--- config.mk ---
export PLATFORM = sky130hd
export DESIGN_NAME = three_level_fifo_cache_lookup
export DESIGN_NICKNAME = d
export VERILOG_FILES = /design/src/tflc_pkg.sv /design/src/tflc_level.sv /design/src/three_level_fifo_cache_lookup.sv
export VERILOG_INCLUDE_DIRS = /design/src /design/src/src
export SDC_FILE = /design/constraint.sdc
export NUM_CORES = 2
export LEC_CHECK = 0
export ABC_CLOCK_PERIOD_IN_PS = 27400
export BUFFER_PORTS_ARGS = -buffer_cell sky130_fd_sc_hd__clkbuf_2
export CORE_MARGIN = 2
export CORE_UTILIZATION = 60
export DETAILED_ROUTE_END_ITERATION = 10
export PLACE_DENSITY = 0.87
export SLEW_MARGIN = 0
export SYNTH_ARGS = -nofsm -noshare
export SYNTH_HDL_FRONTEND = slang
export SYNTH_SLANG_ARGS = --single-unit
--- constraint.sdc ---
create_clock -name clk -period 27.4 [get_ports clk]
set_input_delay 4.11 -clock clk [delete_from_list [all_inputs] [get_ports clk]]
set_output_delay 4.11 -clock clk [all_outputs]
set_load 0.02 [all_outputs]
--- src/three_level_fifo_cache_lookup_macros.svh ---
// Assertion macros shared by the three-level FIFO cache lookup RTL.
// Included by the files that carry concurrent assertions; depends on nothing.
`ifndef THREE_LEVEL_FIFO_CACHE_LOOKUP_MACROS_SVH
`define THREE_LEVEL_FIFO_CACHE_LOOKUP_MACROS_SVH

// Same-cycle implication, disabled while reset is asserted.
`define TFLC_ASSERT_NOW(label, clk, rst_n, cond, expr, msg) \
	label: assert property (@(posedge clk) disable iff (!rst_n) (cond) |-> (expr)) \
		else $error(msg);

// Next-cycle implication, disabled while reset is asserted.
`define TFLC_ASSERT_NEXT(label, clk, rst_n, cond, expr, msg) \
	label: assert property (@(posedge clk) disable iff (!rst_n) (cond) |=> (expr)) \
		else $error(msg);

`endif

--- src/tflc_pkg.sv ---
// Package for the three-level FIFO cache lookup: sizes, codes, level structs.
// Used by tflc_level and three_level_fifo_cache_lookup; depends on nothing.
`timescale 1ns / 1ps

package tflc_pkg;

	localparam int L1_DEPTH = 4;
	localparam int L2_DEPTH = 8;
	localparam int L3_DEPTH = 8;
	localparam int TAG_BITS = 16;

	localparam int MAX_DEPTH = (L1_DEPTH > L2_DEPTH) ?
		((L1_DEPTH > L3_DEPTH) ? L1_DEPTH : L3_DEPTH) :
		((L2_DEPTH > L3_DEPTH) ? L2_DEPTH : L3_DEPTH);
	localparam int CNT_W = $clog2(MAX_DEPTH + 1);
	localparam int IDX_W = (MAX_DEPTH > 1) ? $clog2(MAX_DEPTH) : 1;

	localparam int FIELD_TAG_W = 16;
	localparam int LAT_W       = 16;
	localparam int FETCH_W     = 32;
	localparam int CFG_IDX_W   = 3;
	localparam int CFG_DATA_W  = 16;

	typedef logic [TAG_BITS-1:0] tag_t;
	typedef logic [CNT_W-1:0]    cnt_t;
	typedef logic [IDX_W-1:0]    idx_t;

	// Where an access was answered
	typedef enum logic [1:0] {
		LVL_L1  = 2'd0,
		LVL_L2  = 2'd1,
		LVL_L3  = 2'd2,
		LVL_RAM = 2'd3
	} lvl_t;

	// Configuration register indexes
	typedef enum logic [CFG_IDX_W-1:0] {
		REG_L1_CAP  = 3'd0,
		REG_L2_CAP  = 3'd1,
		REG_L3_CAP  = 3'd2,
		REG_L1_LAT  = 3'd3,
		REG_L2_LAT  = 3'd4,
		REG_L3_LAT  = 3'd5,
		REG_RAM_LAT = 3'd6
	} cfg_reg_t;

	// Control into one FIFO level for the current lookup
	typedef struct packed {
		logic step;
		tag_t tag;
		logic rm_en;
		idx_t rm_pos;
		logic push_en;
		tag_t push_tag;
		cnt_t cap;
	} lvl_ctl_t;

	// Status out of one FIFO level
	typedef struct packed {
		logic hit;
		idx_t hit_pos;
		logic evict;
		tag_t evict_tag;
		cnt_t count;
	} lvl_stat_t;

	// Clamp a capacity register into 1..depth
	function automatic cnt_t eff_cap(input logic [3:0] value, input cnt_t depth);
		logic [7:0] v;
		v = 8'(value);
		if (v == 8'd0) begin
			return cnt_t'(1);
		end else if (v > 8'(depth)) begin
			return depth;
		end
		return cnt_t'(v);
	endfunction

endpackage

--- src/tflc_level.sv ---
// One FIFO-ordered tag level: storage, count, search, removal and append with eviction.
// Depends on tflc_pkg.
`timescale 1ns / 1ps

module tflc_level (
	input  logic               clk,
	input  logic               arst_n,
	input  tflc_pkg::cnt_t     depth,
	input  tflc_pkg::lvl_ctl_t ctl,
	output tflc_pkg::lvl_stat_t stat
);

	tflc_pkg::tag_t st_q [tflc_pkg::MAX_DEPTH];
	tflc_pkg::cnt_t cnt_q;

	tflc_pkg::tag_t mid [tflc_pkg::MAX_DEPTH];
	tflc_pkg::tag_t nxt [tflc_pkg::MAX_DEPTH];
	tflc_pkg::cnt_t cnt_mid;
	tflc_pkg::cnt_t cnt_fin;
	tflc_pkg::cnt_t cnt_nxt;
	logic           hit;
	tflc_pkg::idx_t pos;
	logic           ev;
	logic           put;

	// Search the live entries; the oldest match wins
	always_comb begin
		hit = 1'b0;
		pos = '0;
		for (int i = tflc_pkg::MAX_DEPTH - 1; i >= 0; i--) begin
			if (tflc_pkg::cnt_t'(i) < cnt_q && st_q[i] == ctl.tag) begin
				hit = 1'b1;
				pos = tflc_pkg::idx_t'(i);
			end
		end
	end

	// Close the gap left by a removed entry
	always_comb begin
		for (int i = 0; i < tflc_pkg::MAX_DEPTH; i++) begin
			if (ctl.rm_en && tflc_pkg::idx_t'(i) >= ctl.rm_pos && i + 1 < tflc_pkg::MAX_DEPTH) begin
				mid[i] = st_q[i + 1];
			end else begin
				mid[i] = st_q[i];
			end
		end
		cnt_mid = cnt_q - tflc_pkg::cnt_t'(ctl.rm_en);
	end

	// Evict the oldest entry when full, then append at the tail
	always_comb begin
		ev      = ctl.push_en && (cnt_mid != '0) && (cnt_mid >= ctl.cap);
		cnt_fin = cnt_mid - tflc_pkg::cnt_t'(ev);
		put     = ctl.push_en && (cnt_fin < depth);
		for (int i = 0; i < tflc_pkg::MAX_DEPTH; i++) begin
			if (put && tflc_pkg::cnt_t'(i) == cnt_fin) begin
				nxt[i] = ctl.push_tag;
			end else if (ev && i + 1 < tflc_pkg::MAX_DEPTH) begin
				nxt[i] = mid[i + 1];
			end else begin
				nxt[i] = mid[i];
			end
		end
		cnt_nxt = cnt_fin + tflc_pkg::cnt_t'(put);
	end

	// Hold the fill count
	always_ff @(posedge clk or negedge arst_n) begin
		if (!arst_n) begin
			cnt_q <= '0;
		end else if (ctl.step) begin
			cnt_q <= cnt_nxt;
		end
	end

	// Advance the tag entries
	always_ff @(posedge clk) begin
		if (ctl.step) begin
			st_q <= nxt;
		end
	end

	assign stat.hit       = hit;
	assign stat.hit_pos   = pos;
	assign stat.evict     = ev;
	assign stat.evict_tag = mid[0];
	assign stat.count     = cnt_q;

endmodule

--- src/three_level_fifo_cache_lookup.sv ---
// Exclusive three-level FIFO tag cache lookup, top level.
// Depends on tflc_pkg, tflc_level and three_level_fifo_cache_lookup_macros.svh.
//
// One block tag per transfer is taken into an input register, searched against
// all three levels in parallel and answered in the result register once it is free
// or draining. One access per cycle is sustained while out_stall is low, the level
// stores updating as each result loads (search, removal and the L1-to-L2-to-L3
// eviction chain all settle between the input and result registers). A new tag is
// taken while a result waits to be collected, until both registers are full.
// Levels start empty after reset with no clearing pass; the user must write the
// configuration through cfg_we/cfg_index/cfg_data while the block is idle; not enforced.
`timescale 1ns / 1ps
`include "three_level_fifo_cache_lookup_macros.svh"

module three_level_fifo_cache_lookup (
	input  logic                                clk,
	input  logic                                arst_n,
	input  logic                                cfg_we,
	input  logic [tflc_pkg::CFG_IDX_W-1:0]      cfg_index,
	input  logic [tflc_pkg::CFG_DATA_W-1:0]     cfg_data,
	input  logic                                in_valid,
	output logic                                in_stall,
	input  logic [tflc_pkg::FIELD_TAG_W-1:0]    block_tag,
	output logic                                out_valid,
	input  logic                                out_stall,
	output logic [1:0]                          hit_level,
	output logic [tflc_pkg::LAT_W-1:0]          access_latency,
	output logic [tflc_pkg::FETCH_W-1:0]        ram_fetches,
	output logic                                dropped_valid,
	output logic [tflc_pkg::FIELD_TAG_W-1:0]    dropped_tag
);

	// Configuration registers
	logic [2:0]                 l1_cap_q;
	logic [3:0]                 l2_cap_q;
	logic [3:0]                 l3_cap_q;
	logic [tflc_pkg::LAT_W-1:0] l1_lat_q;
	logic [tflc_pkg::LAT_W-1:0] l2_lat_q;
	logic [tflc_pkg::LAT_W-1:0] l3_lat_q;
	logic [tflc_pkg::LAT_W-1:0] ram_lat_q;

	// Input stage and fetch counter
	logic                         valid_s1;
	tflc_pkg::tag_t               tag_s1;
	logic [tflc_pkg::FETCH_W-1:0] fetch_q;
	logic [tflc_pkg::FETCH_W-1:0] fetch_nxt;

	// Result register
	logic                             out_valid_q;
	tflc_pkg::lvl_t                   hit_level_q;
	logic [tflc_pkg::LAT_W-1:0]       latency_q;
	logic [tflc_pkg::FETCH_W-1:0]     fetches_q;
	logic                             dropped_q;
	logic [tflc_pkg::FIELD_TAG_W-1:0] dropped_tag_q;

	logic                advance;
	logic                take;
	tflc_pkg::lvl_t      lvl;
	logic [tflc_pkg::LAT_W-1:0] lat;
	tflc_pkg::lvl_ctl_t  ctl1, ctl2, ctl3;
	tflc_pkg::lvl_stat_t st1, st2, st3;
	logic                drop;

	// Handshake: the lookup moves on when the result register is free or draining
	assign advance  = valid_s1 && (!out_valid_q || !out_stall);
	assign in_stall = valid_s1 && !advance;
	assign take     = in_valid && !in_stall;

	// Write configuration registers; unknown indexes are ignored
	always_ff @(posedge clk or negedge arst_n) begin
		if (!arst_n) begin
			l1_cap_q  <= 3'd3;
			l2_cap_q  <= 4'd5;
			l3_cap_q  <= 4'd8;
			l1_lat_q  <= 16'd4;
			l2_lat_q  <= 16'd12;
			l3_lat_q  <= 16'd40;
			ram_lat_q <= 16'd200;
		end else if (cfg_we) begin
			unique case (tflc_pkg::cfg_reg_t'(cfg_index))
				tflc_pkg::REG_L1_CAP:  l1_cap_q  <= cfg_data[2:0];
				tflc_pkg::REG_L2_CAP:  l2_cap_q  <= cfg_data[3:0];
				tflc_pkg::REG_L3_CAP:  l3_cap_q  <= cfg_data[3:0];
				tflc_pkg::REG_L1_LAT:  l1_lat_q  <= cfg_data;
				tflc_pkg::REG_L2_LAT:  l2_lat_q  <= cfg_data;
				tflc_pkg::REG_L3_LAT:  l3_lat_q  <= cfg_data;
				tflc_pkg::REG_RAM_LAT: ram_lat_q <= cfg_data;
				default: ;
			endcase
		end
	end

	// Hold the accepted tag until it is looked up
	always_ff @(posedge clk or negedge arst_n) begin
		if (!arst_n) begin
			valid_s1 <= 1'b0;
		end else if (take) begin
			valid_s1 <= 1'b1;
		end else if (advance) begin
			valid_s1 <= 1'b0;
		end
	end

	always_ff @(posedge clk) begin
		if (take) begin
			tag_s1 <= tflc_pkg::TAG_BITS'(block_tag);
		end
	end

	// Drive the three levels: L1 gets the tag on any miss, evictions cascade down
	always_comb begin
		ctl1.step     = advance;
		ctl1.tag      = tag_s1;
		ctl1.rm_en    = 1'b0;
		ctl1.rm_pos   = '0;
		ctl1.push_en  = !st1.hit;
		ctl1.push_tag = tag_s1;
		ctl1.cap      = tflc_pkg::eff_cap(4'(l1_cap_q), tflc_pkg::cnt_t'(tflc_pkg::L1_DEPTH));

		ctl2.step     = advance;
		ctl2.tag      = tag_s1;
		ctl2.rm_en    = !st1.hit && st2.hit;
		ctl2.rm_pos   = st2.hit_pos;
		ctl2.push_en  = st1.evict;
		ctl2.push_tag = st1.evict_tag;
		ctl2.cap      = tflc_pkg::eff_cap(l2_cap_q, tflc_pkg::cnt_t'(tflc_pkg::L2_DEPTH));

		ctl3.step     = advance;
		ctl3.tag      = tag_s1;
		ctl3.rm_en    = !st1.hit && !st2.hit && st3.hit;
		ctl3.rm_pos   = st3.hit_pos;
		ctl3.push_en  = st2.evict;
		ctl3.push_tag = st2.evict_tag;
		ctl3.cap      = tflc_pkg::eff_cap(l3_cap_q, tflc_pkg::cnt_t'(tflc_pkg::L3_DEPTH));
	end

	tflc_level u_l1 (
		.clk    (clk),
		.arst_n (arst_n),
		.depth  (tflc_pkg::cnt_t'(tflc_pkg::L1_DEPTH)),
		.ctl    (ctl1),
		.stat   (st1)
	);

	tflc_level u_l2 (
		.clk    (clk),
		.arst_n (arst_n),
		.depth  (tflc_pkg::cnt_t'(tflc_pkg::L2_DEPTH)),
		.ctl    (ctl2),
		.stat   (st2)
	);

	tflc_level u_l3 (
		.clk    (clk),
		.arst_n (arst_n),
		.depth  (tflc_pkg::cnt_t'(tflc_pkg::L3_DEPTH)),
		.ctl    (ctl3),
		.stat   (st3)
	);

	// Pick the answering level and its latency
	always_comb begin
		if (st1.hit) begin
			lvl = tflc_pkg::LVL_L1;
			lat = l1_lat_q;
		end else if (st2.hit) begin
			lvl = tflc_pkg::LVL_L2;
			lat = l2_lat_q;
		end else if (st3.hit) begin
			lvl = tflc_pkg::LVL_L3;
			lat = l3_lat_q;
		end else begin
			lvl = tflc_pkg::LVL_RAM;
			lat = ram_lat_q;
		end
		drop = st3.evict;
	end

	// Count main memory fetches, saturating
	always_comb begin
		fetch_nxt = fetch_q;
		if (lvl == tflc_pkg::LVL_RAM && fetch_q != '1) begin
			fetch_nxt = fetch_q + 1'b1;
		end
	end

	always_ff @(posedge clk or negedge arst_n) begin
		if (!arst_n) begin
			fetch_q <= '0;
		end else if (advance) begin
			fetch_q <= fetch_nxt;
		end
	end

	// Load the result register; drop it once transferred
	always_ff @(posedge clk or negedge arst_n) begin
		if (!arst_n) begin
			out_valid_q <= 1'b0;
		end else if (advance) begin
			out_valid_q <= 1'b1;
		end else if (!out_stall) begin
			out_valid_q <= 1'b0;
		end
	end

	always_ff @(posedge clk) begin
		if (advance) begin
			hit_level_q   <= lvl;
			latency_q     <= lat;
			fetches_q     <= fetch_nxt;
			dropped_q     <= drop;
			dropped_tag_q <= drop ? tflc_pkg::FIELD_TAG_W'(st3.evict_tag) : '0;
		end
	end

	assign out_valid      = out_valid_q;
	assign hit_level      = hit_level_q;
	assign access_latency = latency_q;
	assign ram_fetches    = fetches_q;
	assign dropped_valid  = dropped_q;
	assign dropped_tag    = dropped_tag_q;

	// A tag can only leave L3 when something was inserted into L1
	`TFLC_ASSERT_NOW(a_drop_needs_miss, clk, arst_n, out_valid_q && dropped_q,
		hit_level_q != tflc_pkg::LVL_L1, "tag dropped on an L1 hit")

	// An L1 hit leaves every level count unchanged
	`TFLC_ASSERT_NEXT(a_l1_hit_stable, clk, arst_n, advance && st1.hit,
		$stable(st1.count) && $stable(st2.count) && $stable(st3.count),
		"level counts moved on an L1 hit")

	// Each miss to main memory bumps the fetch count by one unless saturated
	`TFLC_ASSERT_NEXT(a_fetch_step, clk, arst_n,
		advance && lvl == tflc_pkg::LVL_RAM && fetch_q != '1,
		fetch_q == $past(fetch_q) + 1'b1, "fetch count did not advance on a miss")

	// Fill counts never exceed the level depths
	`TFLC_ASSERT_NOW(a_count_bound, clk, arst_n, 1'b1,
		st1.count <= tflc_pkg::cnt_t'(tflc_pkg::L1_DEPTH) &&
		st2.count <= tflc_pkg::cnt_t'(tflc_pkg::L2_DEPTH) &&
		st3.count <= tflc_pkg::cnt_t'(tflc_pkg::L3_DEPTH), "level count above depth")

endmodule

==> reports/metrics.yaml <==
synth:
  ys_async_sr_fraction_pct: 20.6
  synth_top_cells_by_area: "edfxtp_1 40%, dfrtp_1 7.7%, xor2_1 7.2%"
  syn_area_per_cell_um2: 11.0
  synth_fa_ha_area_share_pct: 0.968
  synth_top_area_cell: "edfxtp_1"
  synth_warnings: 0
  synthXorXnorAreaFrac_pct: 11.7
  synth_top_family_by_area: "simple AND/OR/NAND/NOR gates"
  synth_flop_cell: "edfxtp_1"
  synth-seq-cells: 588
  synth_common_cells: "467 x edfxtp_1, 288 x xor2_1, 258 x nor2_1, 223 x nand2_1, 178 x xnor2_1"
  synth_edf_count: 467
  syn_area_um2: 34900
  yosysMostFrequentCell: "edfxtp_1"
  netlist_instances: 3159
  ys_types: 98
  synth_mux_area_share_pct: 10.2
  yosys.area.top_type_share_pct: 40.2
  ys_seq_area_share_pct: 48.9
  synth_compound_area_share_pct: 9.54
  synthSimpleGateAreaFrac_pct: 13.8
place:
  hpwl_um: 67500
  gp_congestion: 1.03
  dpl_cell_area_um2: 35500
  portBuffers: 108
  place_inst: 3842
min_path:
  hp-class: "flop to flop"
  min_to: "u_l1.st_q[17]"
  min_from: "u_l1.mid[1]"
  min_path_cells: 0
timing:
  fin_setup_tns_ps: 0
  min_period_ps: 8870
  whs_ps: 472
  hold_viol_final: 0
  tightest_slew_ps: 1390
  grt_setup_unrepaired: "no"
  maxSlewViolCount: 0
  fmax_mhz: 113
  setup_viol: 0
  fin_skew_ps: 32.4
  max_slew_margin_pct: 7.09
  period_share_pct: 32.4
worst_setup_path:
  arrival_ps: 9270
  reg2reg_slack_ps: 18530
  crit_path_end_kind: "flop"
  reg2reg_to: "u_l3.st_q[65]"
  cp_top_family: "simple AND/OR/NAND/NOR gates"
  worst_ep_required_time_ps: 27800
  path_max_fanout: 29
  cpPeakStageDelay_ps: 710
  r2r_cells: 28
  path_common_cell: "ha_1"
  critical_path_class: "flop to flop"
  slowest_stage: "a2111oi_0"
  start_kind: "flop"
  cp_num_buf_inv: 4
  r2r-start: "tag_s1[14]"
cts:
  h-tree-depth: 2
  path_clk_slew_ps: 60
  root_buffer: "clkbuf_16"
  cts_buffers: 61
  hold_buffers: 0
  cts_tree: "built"
  cts_resized: 0
  clock-sinks: 588
  postCtsSetupRepairBufs: 0
  cts_buffer_depth: 3
  clk_latency_ps: 660
finish:
  areaGrowthSynthToFinish_pct: 7.71
  finish.utilization_pct: 65.3
  drive_gt1_share_pct: 15.5
  nets: 3207
  final_cells: 3957
  antennaDiodeCount: 0
  fin_area_um2: 37600
floorplan:
  die-area_um2: 60100
  core-area_um2: 57600
  die_w_um: 245
  rows: 88
  ios: 109
  start_util_pct: 60.6
  die_height_um: 245
drt:
  vias: 26700
  drc: 2
  wirelength_um: 103000
  drt-pass1-iter-count: 11
  post_drt_wl_per_cell_um: 26.0
  drt_iter0_drc: 3644
  vias_per_cell: 6.74
  ant_nets: 0
grt:
  use_met3_pct: 8.00
  grt_pass1_wl_um: 155000
  track_usage_pct: 33.6
  grtUsageMet2_pct: 53.1
  antenna_found_initial: 1
  top_usage_layer: "met2"
  grt_max_degree: 173
  met1_usage_pct: 43.3
  grt_pass1_vias: 26000
  grt_overflow_total: 0
pwr:
  leakagePower_nw: 14.3
  vdd_drop_max_v: 0.0000714
  cellPowerDensity_nw_per_um2: 117
run_status:
  status: "finished, violations left"
  violations: "DRC"
run:
  maxCapViolCount: 0
## cell usage in the layout (no fill, tap or decap), types with 11 or more instances in the layout
cell type,instances
o22ai_1,54
o31ai_1,33
or2_2,15
o21ai_0,39
nor2_1,256
nand2b_1,27
clkbuf_2,107
or3_1,11
edfxtp_1,467
inv_1,63
a21oi_1,141
o221ai_1,49
a22o_1,17
nand2_1,223
dfrtp_1,108
xnor2_1,178
nand4_1,63
nor4_1,81
clkbuf_16,61
dfstp_2,13
clkbuf_1,13
conb_1,16
ha_1,27
or4_1,17
a221o_1,32
mux2_2,173
and2_1,13
a221oi_1,30
buf_4,48
nand3_1,80
a2bb2o_1,14
mux2i_1,158
and3_1,17
xor2_1,288
nor3_1,55
## area by class of cell
class	count	area, um2
clock buffer	84	1710
clock inverter	31	402
fill	4193	20000
inverter	65	251
multi-input combinational	2268	16300
sequential	588	17100
tap	765	957
timing repair buffer	156	916
## report_power, final
| group | leakage (nW) | switching, mW | internal [mW] |
|---|---|---|---|
| Sequential | 5.93 | 0.375 | 1.42 |
| Clock | 1.03 | 0.369 | 0.513 |
| Combinational | 7.34 | 1.03 | 0.707 |
## worst reg2reg max path, delay by kind of cell (launching register included)
kind / cells / cell delay (ps)
xor gates and xnor gates: 3 / 740
AOI/OAI and AO/OA: 7 / 1800
buffers and inverters: 4 / 1220
DFF: 1 / 320
and+or+nand+nor: 9 / 3500
adders and majority gates: 5 / 1060
## per-layer routing
metal / vias up / share of wire [%]
li1: 11600 / -
met1: 12700 / 36
met2: 1957 / 45
met3: 421 / 12
met4: 0 / 5.9
met5: - / 0
## how the worst max path moves through the flow
stage	endpoint	cells after the start	start
after CTS	in_stall	4	out_stall
final	u_l3.st_q[65]	28	tag_s1[14]
after detailed placement	in_stall	4	out_stall
after floorplan	fetch_q[22]	6	out_stall
after global placement	in_stall	4	out_stall
after global routing	u_l3.st_q[74]	28	tag_s1[1]
## state kept, by name, indices dropped and copies added, names as in the netlist, 32 cells and up
signal,count
ram_fetches,32
u_l1.st_q,112
u_l3.st_q,112
u_l2.st_q,112
fetch_q,32
## cell families after synthesis
group | after synthesis
other | 1
xor gates and xnor gates | 466
muxes | 333
AOI/OAI and AO/OA | 474
DFF | 588
buffers and inverters | 318
adders and majority gates | 27
and+or+nand+nor | 952
## per-stage QoR
step / setup slack [ps] / power [mW]
after floorplan: 13780 / 2.93
after global placement: 18760 / 3.37
after detailed placement: 18760 / 3.44
after CTS: 18750 / 4.33
after global routing: 18260 / 4.58
final: 18530 / 4.41
(Power assumes the default switching activity.)
